$ cat config.mk
export PLATFORM = sky130hd
export DESIGN_NAME = tier_latency_estimator
export DESIGN_NICKNAME = d
export VERILOG_FILES = /design/src/design/tle_pkg.sv /design/src/design/tier_latency_estimator.sv
export SDC_FILE = /design/constraint.sdc
export NUM_CORES = 2
export LEC_CHECK = 0
export BUFFER_PORTS_ARGS = -buffer_cell sky130_fd_sc_hd__buf_2
export CAP_MARGIN = 20
export CORE_AREA = 2 2 427 429
export CTS_CLUSTER_SIZE = 20
export DETAILED_ROUTE_END_ITERATION = 8
export DIE_AREA = 0 0 429 431
export PLACE_DENSITY = 0.6
export SLEW_MARGIN = 20
export SYNTH_ARGS = -nofsm -noshare
export SYNTH_HDL_FRONTEND = slang
export SYNTH_SLANG_ARGS = --single-unit
$ cat constraint.sdc
create_clock -name clk -period 59.1 [get_ports clk]
set_input_delay 8.865 -clock clk [delete_from_list [all_inputs] [get_ports clk]]
set_output_delay 8.865 -clock clk [all_outputs]
set_load 0.02 [all_outputs]
$ cat src/design/tle_pkg.sv
`timescale 1ns / 1ps
// Package of the tier latency estimator: payload structs, controller states,
// register map and reset constants. Depends on nothing.
package tle_pkg;

  localparam int DATA_W = 64;
  localparam int SHIFT_W = 4;
  localparam int MIN_W = 16;
  localparam int HIST_W = (1 << SHIFT_W) - 1;
  localparam int CNT_W = $clog2(DATA_W);
  localparam int LANES = 4;
  localparam int TIERS = 2;
  localparam int FRACTION_BITS_DEF = 10;

  localparam int ADDR_W = 4;
  localparam int PDATA_W = 32;

  // Register map, word index within the APB window
  localparam logic [1:0] REG_EWMA_SHIFT = 2'd0;
  localparam logic [1:0] REG_MIN_LOCAL = 2'd1;
  localparam logic [1:0] REG_MIN_REMOTE = 2'd2;

  localparam logic [SHIFT_W-1:0] SHIFT_RESET = 4'd5;
  localparam logic [MIN_W-1:0] MIN_LOCAL_RESET = 16'd100;
  localparam logic [MIN_W-1:0] MIN_REMOTE_RESET = 16'd300;

  typedef struct packed {
    logic [DATA_W-1:0] local_occupancy_count;
    logic [DATA_W-1:0] local_insert_count;
    logic [DATA_W-1:0] remote_occupancy_count;
    logic [DATA_W-1:0] remote_insert_count;
  } in_data_t;

  typedef struct packed {
    logic [DATA_W-1:0] local_latency;
    logic [DATA_W-1:0] remote_latency;
    logic              local_slower;
    logic              primed_only;
  } out_data_t;

  typedef enum logic [2:0] {
    ST_IDLE,
    ST_EWMA,
    ST_ALIGN,
    ST_DLOAD,
    ST_DIVIDE,
    ST_CLAMP,
    ST_EMIT
  } state_t;

endpackage

$ cat src/design/tier_latency_estimator.sv
`timescale 1ns / 1ps
// Top level of the tier latency estimator: bit-serial delta and moving
// average lanes, a radix-2 divider per tier and the APB register file.
// Depends on tle_pkg.
//
//  channel | direction | handshake              | payload
//  in_     | in        | in_valid / in_ready    | in_data   (in_data_t)
//  out_    | out       | out_valid / out_ready  | out_data  (out_data_t)
//  cfg     | in/out    | psel penable pwrite    | paddr pwdata prdata pready
//
// A request after the priming one runs from acceptance to result through a
// bit-serial pass over all 64 bits of the four average lanes, a final right
// shift by ewma_shift, one divider load, the divider steps, one clamp step
// and one output step. The priming request goes straight to the output step.
// The block goes idle after each result, before it accepts the next request.
// One request is in flight at a time; in_ready is high only when idle.
// A result held in the output register stalls only the output stage.
// rst_n is synchronous; it restores register defaults and clears the averages.
module tier_latency_estimator
  import tle_pkg::*;
#(
  parameter int FRACTION_BITS = FRACTION_BITS_DEF
) (
  input  logic               clk,
  input  logic               rst_n,
  input  logic               in_valid,
  output logic               in_ready,
  input  in_data_t           in_data,
  output logic               out_valid,
  input  logic               out_ready,
  output out_data_t          out_data,
  input  logic               psel,
  input  logic               penable,
  input  logic               pwrite,
  input  logic [ADDR_W-1:0]  paddr,
  input  logic [PDATA_W-1:0] pwdata,
  output logic [PDATA_W-1:0] prdata,
  output logic               pready
);

  localparam int DW = FRACTION_BITS + 1;

  // Control state
  state_t             state_r, state_nxt;
  logic [CNT_W-1:0]   cnt_r, cnt_nxt;
  logic               primed_r;
  logic               out_valid_r;
  out_data_t          out_data_r;

  // Configuration
  logic [SHIFT_W-1:0] shift_r;
  logic [MIN_W-1:0]   min_local_r;
  logic [MIN_W-1:0]   min_remote_r;

  // Serial lanes
  logic [LANES-1:0][DATA_W-1:0] in_sr_r;
  logic [LANES-1:0][DATA_W-1:0] prev_r;
  logic [LANES-1:0][DATA_W-1:0] sum_r;
  logic [LANES-1:0][DW-1:0]     dchain_r;
  logic [LANES-1:0][HIST_W-1:0] hist_r;
  logic [LANES-1:0]             bdiff_r;
  logic [LANES-1:0]             carry_r;
  logic [LANES-1:0]             bsum_r;

  logic [LANES-1:0][DW:0]       dvec;
  logic [LANES-1:0][HIST_W:0]   hvec;
  logic [LANES-1:0]             diff_b, d_b, ssh_b, u_b, t_b;

  // Dividers
  logic [TIERS-1:0][DATA_W-1:0] dq_r, drem_r, ddiv_r;
  logic [TIERS-1:0][DATA_W:0]   rs, dsub;
  logic [TIERS-1:0]             ge;

  // Clamped latencies
  logic [DATA_W-1:0]  lat_local_r, lat_remote_r, lat_local_c, lat_remote_c;
  logic               po_r;

  // Controller strobes
  logic in_acc, cfg_wr, last64, align_last, emit_en;
  logic lane_run, lane_align, div_load, div_run, clamp_en;

  assign in_acc     = in_valid && in_ready;
  assign cfg_wr     = psel && penable && pwrite;
  assign last64     = (cnt_r == CNT_W'(DATA_W - 1));
  assign align_last = (cnt_r[SHIFT_W-1:0] == shift_r - 1'b1);

  // Next state
  always_comb begin
    state_nxt = state_r;
    case (state_r)
      ST_IDLE: begin
        if (in_acc) state_nxt = primed_r ? ST_EWMA : ST_EMIT;
      end
      ST_EWMA: begin
        if (last64) state_nxt = (shift_r == '0) ? ST_DLOAD : ST_ALIGN;
      end
      ST_ALIGN: begin
        if (align_last) state_nxt = ST_DLOAD;
      end
      ST_DLOAD:  state_nxt = ST_DIVIDE;
      ST_DIVIDE: begin
        if (last64) state_nxt = ST_CLAMP;
      end
      ST_CLAMP:  state_nxt = ST_EMIT;
      ST_EMIT: begin
        if (!out_valid_r || out_ready) state_nxt = ST_IDLE;
      end
      default:   state_nxt = ST_IDLE;
    endcase
  end

  // Controller outputs
  always_comb begin
    in_ready   = 1'b0;
    lane_run   = 1'b0;
    lane_align = 1'b0;
    div_load   = 1'b0;
    div_run    = 1'b0;
    clamp_en   = 1'b0;
    emit_en    = 1'b0;
    case (state_r)
      ST_IDLE:   in_ready = 1'b1;
      ST_EWMA:   lane_run = 1'b1;
      ST_ALIGN:  lane_align = 1'b1;
      ST_DLOAD:  div_load = 1'b1;
      ST_DIVIDE: div_run = 1'b1;
      ST_CLAMP:  clamp_en = 1'b1;
      ST_EMIT:   emit_en = !out_valid_r || out_ready;
      default:   in_ready = 1'b0;
    endcase
  end

  // Step counter restarts on every state change
  assign cnt_nxt = (state_nxt != state_r) ? '0 : cnt_r + 1'b1;

  // One bit per lane per cycle: delta, shifted delta, average term
  always_comb begin
    for (int i = 0; i < LANES; i++) begin
      diff_b[i] = in_sr_r[i][0] ^ prev_r[i][0] ^ bdiff_r[i];
      dvec[i]   = {dchain_r[i], diff_b[i]};
      d_b[i]    = dvec[i][FRACTION_BITS];
      hvec[i]   = {hist_r[i], sum_r[i][0]};
      ssh_b[i]  = hvec[i][shift_r];
      u_b[i]    = d_b[i] ^ ssh_b[i] ^ carry_r[i];
      t_b[i]    = u_b[i] ^ sum_r[i][0] ^ bsum_r[i];
    end
  end

  // One restoring step per tier
  always_comb begin
    for (int j = 0; j < TIERS; j++) begin
      rs[j]   = {drem_r[j], dq_r[j][DATA_W-1]};
      dsub[j] = rs[j] - {1'b0, ddiv_r[j]};
      ge[j]   = !dsub[j][DATA_W];
    end
  end

  // Fall back to the floor on zero inserts or a quotient below it
  always_comb begin
    lat_local_c  = DATA_W'(min_local_r);
    lat_remote_c = DATA_W'(min_remote_r);
    if (ddiv_r[0] != '0 && dq_r[0] > DATA_W'(min_local_r)) lat_local_c = dq_r[0];
    if (ddiv_r[1] != '0 && dq_r[1] > DATA_W'(min_remote_r)) lat_remote_c = dq_r[1];
  end

  // Control and architectural state
  always_ff @(posedge clk) begin
    if (!rst_n) begin
      state_r      <= ST_IDLE;
      cnt_r        <= '0;
      primed_r     <= 1'b0;
      out_valid_r  <= 1'b0;
      shift_r      <= SHIFT_RESET;
      min_local_r  <= MIN_LOCAL_RESET;
      min_remote_r <= MIN_REMOTE_RESET;
      sum_r        <= '0;
    end else begin
      state_r <= state_nxt;
      cnt_r   <= cnt_nxt;
      if (in_acc) primed_r <= 1'b1;
      // Drop a taken result, hold a new one
      if (emit_en) out_valid_r <= 1'b1;
      else if (out_ready) out_valid_r <= 1'b0;
      if (cfg_wr) begin
        case (paddr[3:2])
          REG_EWMA_SHIFT: shift_r <= pwdata[SHIFT_W-1:0];
          REG_MIN_LOCAL:  min_local_r <= pwdata[MIN_W-1:0];
          REG_MIN_REMOTE: min_remote_r <= pwdata[MIN_W-1:0];
          default:        shift_r <= shift_r;
        endcase
      end
      // Push new average bits in at the top, then shift right by ewma_shift
      for (int i = 0; i < LANES; i++) begin
        if (lane_run) sum_r[i] <= {t_b[i], sum_r[i][DATA_W-1:1]};
        else if (lane_align) sum_r[i] <= {1'b0, sum_r[i][DATA_W-1:1]};
      end
    end
  end

  // Datapath without reset
  always_ff @(posedge clk) begin
    if (in_acc) begin
      if (!primed_r) begin
        prev_r[0]    <= in_data.local_occupancy_count;
        prev_r[1]    <= in_data.local_insert_count;
        prev_r[2]    <= in_data.remote_occupancy_count;
        prev_r[3]    <= in_data.remote_insert_count;
        lat_local_r  <= DATA_W'(min_local_r);
        lat_remote_r <= DATA_W'(min_remote_r);
      end
      in_sr_r[0] <= in_data.local_occupancy_count;
      in_sr_r[1] <= in_data.local_insert_count;
      in_sr_r[2] <= in_data.remote_occupancy_count;
      in_sr_r[3] <= in_data.remote_insert_count;
      dchain_r   <= '0;
      hist_r     <= '0;
      bdiff_r    <= '0;
      carry_r    <= '0;
      bsum_r     <= '0;
      po_r       <= !primed_r;
    end
    // Advance the serial lanes one bit
    if (lane_run) begin
      for (int i = 0; i < LANES; i++) begin
        in_sr_r[i]  <= {1'b0, in_sr_r[i][DATA_W-1:1]};
        prev_r[i]   <= {in_sr_r[i][0], prev_r[i][DATA_W-1:1]};
        dchain_r[i] <= dvec[i][DW-1:0];
        hist_r[i]   <= hvec[i][HIST_W-1:0];
        bdiff_r[i]  <= (!in_sr_r[i][0] && prev_r[i][0]) ||
                       (!(in_sr_r[i][0] ^ prev_r[i][0]) && bdiff_r[i]);
        carry_r[i]  <= (d_b[i] && ssh_b[i]) || (d_b[i] && carry_r[i]) ||
                       (ssh_b[i] && carry_r[i]);
        bsum_r[i]   <= (!u_b[i] && sum_r[i][0]) ||
                       (!(u_b[i] ^ sum_r[i][0]) && bsum_r[i]);
      end
    end
    // Load and step the dividers
    for (int j = 0; j < TIERS; j++) begin
      if (div_load) begin
        dq_r[j]   <= sum_r[2*j];
        ddiv_r[j] <= sum_r[2*j+1];
        drem_r[j] <= '0;
      end else if (div_run) begin
        dq_r[j]   <= {dq_r[j][DATA_W-2:0], ge[j]};
        drem_r[j] <= ge[j] ? dsub[j][DATA_W-1:0] : rs[j][DATA_W-1:0];
      end
    end
    if (clamp_en) begin
      lat_local_r  <= lat_local_c;
      lat_remote_r <= lat_remote_c;
    end
    if (emit_en) begin
      out_data_r.local_latency  <= lat_local_r;
      out_data_r.remote_latency <= lat_remote_r;
      out_data_r.local_slower   <= (lat_local_r > lat_remote_r);
      out_data_r.primed_only    <= po_r;
    end
  end

  // Register read-back
  always_comb begin
    case (paddr[3:2])
      REG_EWMA_SHIFT: prdata = PDATA_W'(shift_r);
      REG_MIN_LOCAL:  prdata = PDATA_W'(min_local_r);
      REG_MIN_REMOTE: prdata = PDATA_W'(min_remote_r);
      default:        prdata = '0;
    endcase
  end

  assign pready    = 1'b1;
  assign out_valid = out_valid_r;
  assign out_data  = out_data_r;

endmodule

==> run metrics <==
HP Class flop to flop; largest net degree at the start of global routing a little under 200; Hold Buf Count CTS 0; worst-path maximum fanout 13; Worst setup SP type input port; sequential element share of the synthesized area around three fifths; WHS Endpoint ddiv_r[32]; Post-synth EDFFs 1135; antenna violations before repair 80; worst reg2reg path startpoint state_r[2]; Area Growth Syn to Fin 13.7%; ratio of cells with drive above 1 in the final layout a little under an eighth; CTS root buffer clkbuf_16; Final Max Tran Viols 0; chip width about 430 um; hold path cells 0; slew margin rel. approximately a quarter; Final Hold Fails 0; router iterations before antenna repair 6; Post-DP Area 0.0759 sq mm; die height between 400 and 500 um; vias in the first global route 48100; cell-internal power approximately 2.2 mW; Final #Nets about 7500; hold slack between 400 and 500 ps; std cell rows about 160; DR WL/cell 17.9 um; Reg power frac between 40% and 50%; synthesized cell area slightly above 0.07 sq mm; critical path class input port to primary output; initial core utilization 39.8%; Worst path max stage delay 800 ps; synth unique cells 75; HPWL after DPL between 100000 and 150000 um; WL final ~170000 um; Worst R2R Setup Slack between 50000 and 60000 ps; Core Util, Final a little under half; Synth async-reset ratio 0%; slowest stage cell, crit path nor2b_1; DRC errors left 0; Tmin final 19210 ps; LEAKAGE approximately 32 nW; Worst Reg-to-Reg Cells 8; cts repair resizes 0; total number of vias roughly 49000; Post-Syn Instances between 6000 and 7000; clock slew at reported path FFs ~60 ps; critical path arrival just over 10000 ps; Worst-Margin Slew about 1100 ps; H-Tree Depth 4; Max Fclk 0.0521 GHz; min-delay src sum_r[96]; most used flip-flop cell after synthesis edfxtp_1; flops & latches, synth roughly 1600; Buf/Inv on CP 2; grt total ovfl 0; final period utilization between 30% and 40%; first-pass GRT wire length 271000 um; cell mode on critical path buf_2; CTS max path bufs 3; Setup Skew about 50 ps; P per Cell Area slightly below 40 mW/mm^2; outcome finished clean; Sw Ratio between 30% and 40%; DRT iter0 DRCs around 3800; die area around 0.18 sq mm; routed vias/inst 5.20; RSZ-0062 raised after global routing no; Setup crit end kind primary output; syn_area_per_cell roughly 11 sq um; worst path cell trace buf_2 -> nor2b_1 -> a22o_1 -> buf_2; RePlAce Congestion about 0.9; Reg-to-Reg End prev_r[61]; CTS tree built; Peak VDD IR between 20 and 25 uV; final setup fails 0; Clock power frac between 30 and 40%; All-Layer GR Usage a little under a fifth; post-route ant nets 0; IO Count roughly 460; Clock Latency Late Sink approximately 830 ps; Setup Fix Bufs, Post-CTS 0; combinational power share between 20% and 30%; CP top delay family simple AND/OR/NAND/NOR gates; CTS sink count roughly 1600; post-route cell area around 0.08 sq mm; max cap viols 0; Sw Pwr roughly 0.98 mW; CP required 50240 ps; Core Box Area about 0.18 sq mm; IO Port Bufs between 400 and 500; Final TNS setup 0 ps; Ys Warns 0; CTS Buf Count roughly 170; PnR Total Power around 3.2 mW
-- synth_stat cells, types with 66 or more instances --
master | number | area, sq um
xnor2_1 | 73 | 639
nand4_1 | 90 | 563
a21oi_1 | 197 | 986
a21o_1 | 104 | 781
edfxtp_1 | 1135 | 34100
ha_1 | 227 | 2840
and2_1 | 107 | 669
o21ai_0 | 165 | 826
a21boi_0 | 289 | 2170
clkbuf_1 | 356 | 1340
nand3_1 | 146 | 731
a22o_1 | 267 | 2340
dfxtp_1 | 435 | 8710
nor2_1 | 119 | 447
inv_1 | 296 | 1110
nand2_1 | 1942 | 7290
nor4_1 | 66 | 413
and3_1 | 114 | 713
-- worst reg2reg max path: stages, from the launching register on --
cell and delay, ps:
dfxtp_1 540, nor2_4 160, buf_4 640, nand2_4 270
o21ai_4 120, buf_4 520, buf_4 920, buf_6 780
buf_4 860
-- cell families (layout without fill, tap and decap cells) --
logic type | after synthesis | after routing | share of synthesized area, %
adder cells (fa/ha/maj) | 241 | 241 | 4.35
other | 2 | 31 | 0.0105
AO/OA/AOI/OAI | 1260 | 1260 | 12.5
AND/OR/NAND/NOR | 2693 | 2693 | 16.1
multiplexers | 116 | 116 | 2.02
buffers and inverters | 708 | 1095 | 3.87
XOR/XNOR | 125 | 125 | 1.54
flip-flops | 1570 | 1570 | 59.6
-- registers in the layout (all words and copies together), names as in the netlist, 36 cells and up --
signal        flops
out_data        130
prev_r          256
lat_local_r      64
sum_r           252
dchain_r         36
dq_r            128
lat_remote_r     64
ddiv_r          128
drem_r          128
in_sr_r         256
hist_r           60
-- worst max path at each step --
stage / start / end / slack [ps] / cells after the start
5_1_grt: paddr[2] / prdata[12] / 39810 / 4
2_1_floorplan: in_valid / prev_r[0] / 30940 / 2
4_1_cts: paddr[3] / prdata[3] / 39770 / 5
3_3_place_gp: paddr[3] / prdata[3] / 39830 / 5
3_5_place_dp: paddr[3] / prdata[3] / 39770 / 5
6_report: paddr[2] / prdata[8] / 39890 / 4
-- power groups by stage --
| stage | Sequential [mW] | Combinational (mW) | Clock (mW) |
|---|---|---|---|
| floorplan | 1.48 | 0.532 | 0 |
| global placement | 1.45 | 0.694 | 0 |
| global route | 1.45 | 0.789 | 1.13 |
| CTS | 1.43 | 0.708 | 1.09 |
| detailed placement | 1.45 | 0.704 | 0 |
| finish | 1.43 | 0.706 | 1.06 |
-- placed cells by master (no fill, tap or decap), drive strengths merged, types with 20 or more instances in the layout --
| cell type | n |
|---|---|
| a21boi | 289 |
| a21o | 104 |
| a21oi | 200 |
| a22o | 267 |
| a31oi | 21 |
| a32oi | 31 |
| and2 | 107 |
| and3 | 114 |
| buf | 482 |
| clkbuf | 225 |
| clkinv | 68 |
| dfxtp | 435 |
| edfxtp | 1135 |
| ha | 227 |
| inv | 304 |
| mux2 | 33 |
| mux2i | 63 |
| mux4 | 20 |
| nand2 | 1942 |
| nand2b | 22 |
| nand3 | 146 |
| nand4 | 90 |
| nor2 | 119 |
| nor2b | 24 |
| nor3 | 20 |
| nor4 | 66 |
| o211ai | 20 |
| o21ai | 186 |
| o21bai | 27 |
| xnor2 | 73 |
| xor2 | 52 |
-- stage by stage --
stage | worst slack, ps | instances
3_3_place_gp | 39830 | 9172
5_1_grt | 39810 | 9498
4_1_cts | 39770 | 9487
3_5_place_dp | 39770 | 9172
6_report | 39890 | 9501
2_1_floorplan | 30940 | 6730
-- metal layers --
layer | vias up | track usage (%) | part of all wire [%]
met3 | 347 | 4.98 | 6.5
met4 | 122 | 4.62 | 2.0
met2 | 1038 | 29.2 | 46
met1 | 23700 | 24.0 | 45
met5 | - | 0 | 0.44
li1 | 24200 | - | -
-- area by class of cell --
type                    count  area [sq um]
diodes                     14          35.0
inverters                 298          1140
well taps                2370          2970
clock buffers             225          4680
flip-flops and latches   1570         42800
multi-input cells        4452         26400
fillers                 16800         98600
repair buffers            482          2580
clock inverters            90           992
Power figures use the tool's default switching activity.
